<file path="src/sv/lpc_pkg.sv">
// ---------------------------------------------------------------------------
// lpc_pkg
// Widths, register codes and item types of the line coverage pipeline.
// ---------------------------------------------------------------------------
`timescale 1ns / 1ps
`default_nettype none

package lpc_pkg;

   localparam int COORD_FRAC_BITS = 4;
   localparam int COVERAGE_BITS   = 8;
   localparam int PIX_W           = 12;
   localparam int COORD_W         = 16;
   localparam int OPA_W           = 9;
   localparam int OPA_FRAC        = 8;
   localparam int CSR_IDX_W       = 3;

   // datapath widths
   localparam int X_W  = ((PIX_W + COORD_FRAC_BITS > COORD_W) ?
                          PIX_W + COORD_FRAC_BITS : COORD_W) + 1;
   localparam int V_W  = COORD_W + 1;
   localparam int W_W  = X_W + 1;
   localparam int P_W  = V_W + W_W;
   localparam int C1_W = P_W + 1;
   localparam int C2_W = 2 * V_W;
   localparam int NUM_W = 2 * W_W;
   localparam int CR_LIM_W = COORD_FRAC_BITS + 18;

   localparam int COV_S = 1 << COVERAGE_BITS;
   localparam int N_MAX = 3 * COV_S / 2;
   localparam int M_W   = $clog2(N_MAX + 1);
   localparam int COV_W = COVERAGE_BITS + 1;

   localparam int N_W = ((NUM_W > 2 * CR_LIM_W) ? NUM_W : 2 * CR_LIM_W) + 2 * COVERAGE_BITS;
   localparam int D_W = C2_W + 2 * COORD_FRAC_BITS;
   localparam int S_W = ((N_W > 2 * M_W + D_W) ? N_W : 2 * M_W + D_W) + 1;

   localparam logic [OPA_W-1:0] OPA_FULL = OPA_W'(1 << OPA_FRAC);

   // register indexes
   localparam logic [CSR_IDX_W-1:0] CSR_START_X = 3'd0;
   localparam logic [CSR_IDX_W-1:0] CSR_START_Y = 3'd1;
   localparam logic [CSR_IDX_W-1:0] CSR_END_X   = 3'd2;
   localparam logic [CSR_IDX_W-1:0] CSR_END_Y   = 3'd3;
   localparam logic [CSR_IDX_W-1:0] CSR_OPACITY = 3'd4;

   typedef struct packed {
      logic signed [PIX_W-1:0] x;
      logic signed [PIX_W-1:0] y;
      logic                    far;
      logic                    nz;
   } side_type;

   // root search state: largest m with m*m*d < n, plus running m*m*d and m*d
   typedef struct packed {
      side_type         side;
      logic [M_W-1:0]   m;
      logic [S_W-1:0]   p;
      logic [S_W-1:0]   q;
      logic [S_W-1:0]   d;
      logic [S_W-1:0]   n;
   } search_type;

endpackage

`default_nettype wire

</file>
<file path="src/sv/lpc_search_step.sv">
// ---------------------------------------------------------------------------
// lpc_search_step
// One registered bit of the ceiling square root search.
// ---------------------------------------------------------------------------
`timescale 1ns / 1ps
`default_nettype none

module lpc_search_step #(
   parameter int BIT = 0
) (
   input  logic                  clock,
   input  logic                  reset,
   input  logic                  en,
   input  logic                  valid_i,
   input  lpc_pkg::search_type   item_i,
   output logic                  valid_o,
   output lpc_pkg::search_type   item_o
);
   import lpc_pkg::*;

   logic [S_W-1:0] tsq;
   logic           take;
   search_type     item_in;
   search_type     item_ff;
   logic           valid_ff;

   // (m + 2^k)^2 d = m^2 d + 2^(k+1) m d + 2^2k d
   always_comb begin
      tsq     = item_i.p + (item_i.q << (BIT + 1)) + (item_i.d << (2 * BIT));
      take    = tsq < item_i.n;
      item_in = item_i;
      if (take) begin
         item_in.m = item_i.m | (M_W'(1) << BIT);
         item_in.p = tsq;
         item_in.q = item_i.q + (item_i.d << BIT);
      end
   end

   always_ff @(posedge clock) begin
      if (reset) begin
         valid_ff <= 1'b0;
      end else if (en) begin
         valid_ff <= valid_i;
      end
   end

   always_ff @(posedge clock) begin
      if (en) begin
         item_ff <= item_in;
      end
   end

   assign valid_o = valid_ff;
   assign item_o  = item_ff;

endmodule

`default_nettype wire

</file>
<file path="config.mk">
export PLATFORM = sky130hd
export DESIGN_NAME = lpc_search_step
export DESIGN_NICKNAME = d
export VERILOG_FILES = /design/src/sv/lpc_pkg.sv /design/src/sv/lpc_search_step.sv
export SDC_FILE = /design/constraint.sdc
export NUM_CORES = 1
export LEC_CHECK = 0
export ABC_AREA = 1
export ABC_CLOCK_PERIOD_IN_PS = 5000
export BUFFER_PORTS_ARGS = -buffer_cell sky130_fd_sc_hd__buf_2
export CORE_AREA = 2 2 217 219
export DETAILED_ROUTE_END_ITERATION = 12
export DIE_AREA = 0 0 219 221
export PLACE_DENSITY = 0.85
export SETUP_SLACK_MARGIN = 0.15
export SLEW_MARGIN = 20
export SYNTH_ARGS = -nofsm -noshare
export SYNTH_HDL_FRONTEND = slang
export SYNTH_SLANG_ARGS = --single-unit
</file>
<file path="constraint.sdc">
create_clock -name clock -period 5 [get_ports clock]
set_clock_uncertainty 0.2 [all_clocks]
set_input_delay 0.25 -clock clock [delete_from_list [all_inputs] [get_ports clock]]
set_output_delay 0.25 -clock clock [all_outputs]
set_load 0.02 [all_outputs]
</file>
==> Word level (Yosys, flattened, before mapping) <==
Cells that the tools add are included.
{ "totals": {"elab_cells": 16, "ff_bits": 280, "in_bits": 283} }
{ "classes": {"n_addsub": 3, "muxes": 1, "n_lt_le_gt_ge": 1} }
{ "op_table": {"columns": ["operator", "n"], "rows": [
  ["$add 61x61->61", 3],
  ["$mux 122", 1],
  ["$lt 61x61->1", 1]
]} }

==> Depth between registers and ports, before layout <==
{ "logic_depth": {"depth_word": 4, "mapped_depth": 30} }

==> Worst setup path before layout <==
OpenSTA, ideal clock, no wires.
{ "synth_path": {"kind": "input to register", "startpoint": "input item_i[62] (netlist bit)", "endpoint": "register item_ff (netlist bit item_o[139]) (data pin)", "setup_slack_ns": 0.863, "path_stages": 26, "arrival_ns": 3.679, "n_path_buf": 2, "required_ns": 4.542, "path_cell_list": "fa_1 ha_1 inv_1 fa_1 inv_1 nand3_1 nand3_1 nand2_1 nand2_1 nand2_1 nand3b_1 nand2_1 nand2_1 nand2_1 and2_1 ha_1 nand2_1 nor2_1 and2_1 nand4_1 nor2_2 nand2_1 nand3_2 buf_4 buf_2 o21ai_1"} }
{ "synth_lines": {"columns": ["element", "line", "rtl"], "rows": [
  ["start, declared", "lpc_search_step.sv:15", "input lpc_pkg::search_type item_i,"],
  ["end signal, assigned", "lpc_search_step.sv:49", "item_ff <= item_in;"],
  ["end, declared", "lpc_search_step.sv:24", "search_type item_ff;"]
]} }

==> out/metrics.yaml <==
status:
  status: "finished, violations left"
  violations: "hold timing"
cells_and_area:
  layoutNonFillerInstCount: 4955
  stdcell_area_sq_um: 32300
  drive_gt1_share_pct: 18.6
  final_util_pct: 70.1
  fillers: 3781
  syn2layout_area_growth_pct: 36.1
  nNetsFinal: 4832
critical_path:
  path_max_fanout: 19
  slowest_stage: "dlygate4sd3_1"
  worst_ep_arrival_time_ns: 5.02
  worstPathRequired_ns: 5.15
  cp_common_cell: "nand2_1"
  slowest_delay_ns: 0.58
  start_kind: "input pin"
  endpoint_kind: "register"
  critical_path_class: "in -> reg"
placed_design:
  portBuffers: 562
  gp_congestion: 1.03
  dp_hpwl_microns: 76500
  dpl.cell_count: 4592
  placed_area_sq_um: 27600
pwr:
  p_per_area_nw_per_um2: 372
  seq_power_share_pct: 28.3
  p_switching_mw: 5.28
  power_frac_clock_pct: 19.9
  p_leak_nw: 17.5
  internal-power_mw: 6.74
  power_frac_comb_pct: 51.7
  power.total_mw: 12.0
  ir_drop_v: 0.000337
  swShare_pct: 44.0
drt:
  drc_errors: 0
  dr.pass1.iters: 8
  vias: 26700
  drt_wl_total_microns: 103000
  wl_per_cell_microns: 20.7
  ant_nets: 0
  drt_iter0_markers: 2958
  viasPerCell: 5.38
sta:
  slew_headroom_pct: 24.1
  whs_ns: -0.00604
  fmax_mhz: 205
  drv_slew: 0
  hold_violations: 1
  fin_crit_ns: 4.87
  finalSetupViolCount: 0
  grt_setup_unrepaired: "true"
  tightest_slew_ns: 1.14
  min_period_over_period_pct: 97.5
die:
  dieArea_sq_um: 48400
  die_x_microns: 219
  io_pins: 563
  core_area_sq_um: 46100
  rows: 79
  die_h_microns: 221
  floorplan.initialDensity_pct: 51.5
clock_network:
  numCtsBuffers: 31
  cts_tree: "built"
  clk_transition_reported_paths_ns: 0.07
  ctsHtreeMaxLevel: 1
  ctsLongestPathBuffers: 3
  clock_latency_ns: 0.59
  cts.sinks: 280
  root_buffer: "clkbuf_16"
logic_synthesis:
  syn_avg_cell_area_sq_um: 6.97
  syn-num-nets: 3926
  synth.top_cell.area_share_pct: 35.3
  synthTopCellsByCount: "nand2_1 (1,473), inv_1 (719), edfxtp_1 (279)"
  synth_area_leaders: "edfxtp_1 (35%), nand2_1 (23%), inv_1 (11%)"
  synth_edf_count: 279
  synth_seq_area_share_pct: 35.4
  synthCells: 3402
  yosysMostFrequentCell: "nand2_1"
  synth_area_sq_um: 23700
  yosysWarnings: 0
  synth_area_leader_cell: "edfxtp_1"
  synth_seq_cells: 280
  synth_flop_cell: "edfxtp_1"
  synth_cell_type_count: 32
  synth-async-reset-ratio_pct: 0
global_routing:
  grt_overflow_total: 0
  grt_max_degree: 119
  globalRouteTotalUtil_pct: 40.0
  antenna_found_initial: 17
  grt_pass1_wl_microns: 146000
  grt_pass1_vias: 25900
min_path:
  min_path_type: "in -> reg"
flow_run:
  maxCapViolCount: 0
[final timing paths]
kind | slack (ns) | start | depth (start not counted) | end
max | 0.13 | item_i[109] | 25 | item_o[128]
min | -0.006 | en | 1 | item_o[87]
max reg2reg | 3.63 | valid_o | 3 | valid_o
min reg2reg | 0.89 | valid_o | 3 | valid_o
[state kept, by name, summed over array words and instances (netlist names)]
name,flops
valid_o,1
item_o,279
[worst max-delay path, delay by kind of cell]
kind | cells | cell delay [ns]
buffers and inverters | 5 | 1.28
and+or+nand+nor | 14 | 1.90
AOI/OAI and AO/OA | 3 | 0.38
adders and majority gates | 3 | 1.19
[cell families after synthesis]
family          Yosys count  synth area share [%]
compound gates          150                  3.32
xor+xnor                 65                  2.40
fa+ha+maj               241                  14.6
buf+inv                 745                  12.2
flops                   280                  35.4
mux                       1                0.0422
simple gates           1920                  32.0
[layout by cell type, fill, tap and decap left out, drive strengths merged, types with 5 or more instances in the layout]
cell type	n
ha	180
clkbuf	35
xnor2	33
nand4	28
nand2	1473
nor4	5
nor2	224
dlygate4sd3	281
o21ai	48
and3	5
and2	21
inv	723
diode	15
buf	614
nand3b	10
nand3	140
fa	61
nor3	12
xor2	32
clkinv	16
edfxtp	279
a21oi	92
[per-stage QoR]
| step | setup WS [ns] | setup TNS, ns |
|---|---|---|
| 2_1_floorplan | 0.863 | 0 |
| 3_3_place_gp | 0.144 | 0 |
| 3_5_place_dp | -0.00660 | -0.0128 |
| 4_1_cts | 0.151 | 0 |
| 5_1_grt | 0.0406 | 0 |
| 6_report | 0.127 | 0 |
[power by group through the flow]
stage / Sequential (mW) / Clock, mW / Combinational, mW
after floorplan: 3.99 / 0 / 2.83
after global placement: 3.42 / 0 / 5.25
after detailed placement: 3.42 / 0 / 5.38
after CTS: 3.38 / 2.38 / 5.57
after global routing: 3.43 / 2.47 / 6.68
final: 3.41 / 2.40 / 6.22
[cell type report]
class / count / area [sq um] / area share, %
diodes: 15 / 37.5 / 0.116
clock buffers: 31 / 776 / 2.40
clock inverters: 27 / 253 / 0.783
inverters: 719 / 2700 / 8.36
multi-input cells: 2377 / 13100 / 40.6
flip-flops and latches: 280 / 8400 / 26.0
well taps: 607 / 759 / 2.35
repair buffers: 899 / 6240 / 19.3
[layer usage]
layer	global-route usage [%]	wire length [microns]	vias up
li1	-	-	12300
met3	7.77	11600	578
met2	64.2	45400	1877
met5	0	39	-
met1	49.8	37800	12000
met4	24.1	7960	6
[timing repair]
item / CTS / global route
setup buffers: 0 / 6
setup endpoints to repair: 0 / 123
hold buffers: 281 / 0
endpoints found under the hold margin: 280 / 0
resized for setup: 0 / 171
(Power assumes the default switching activity.)
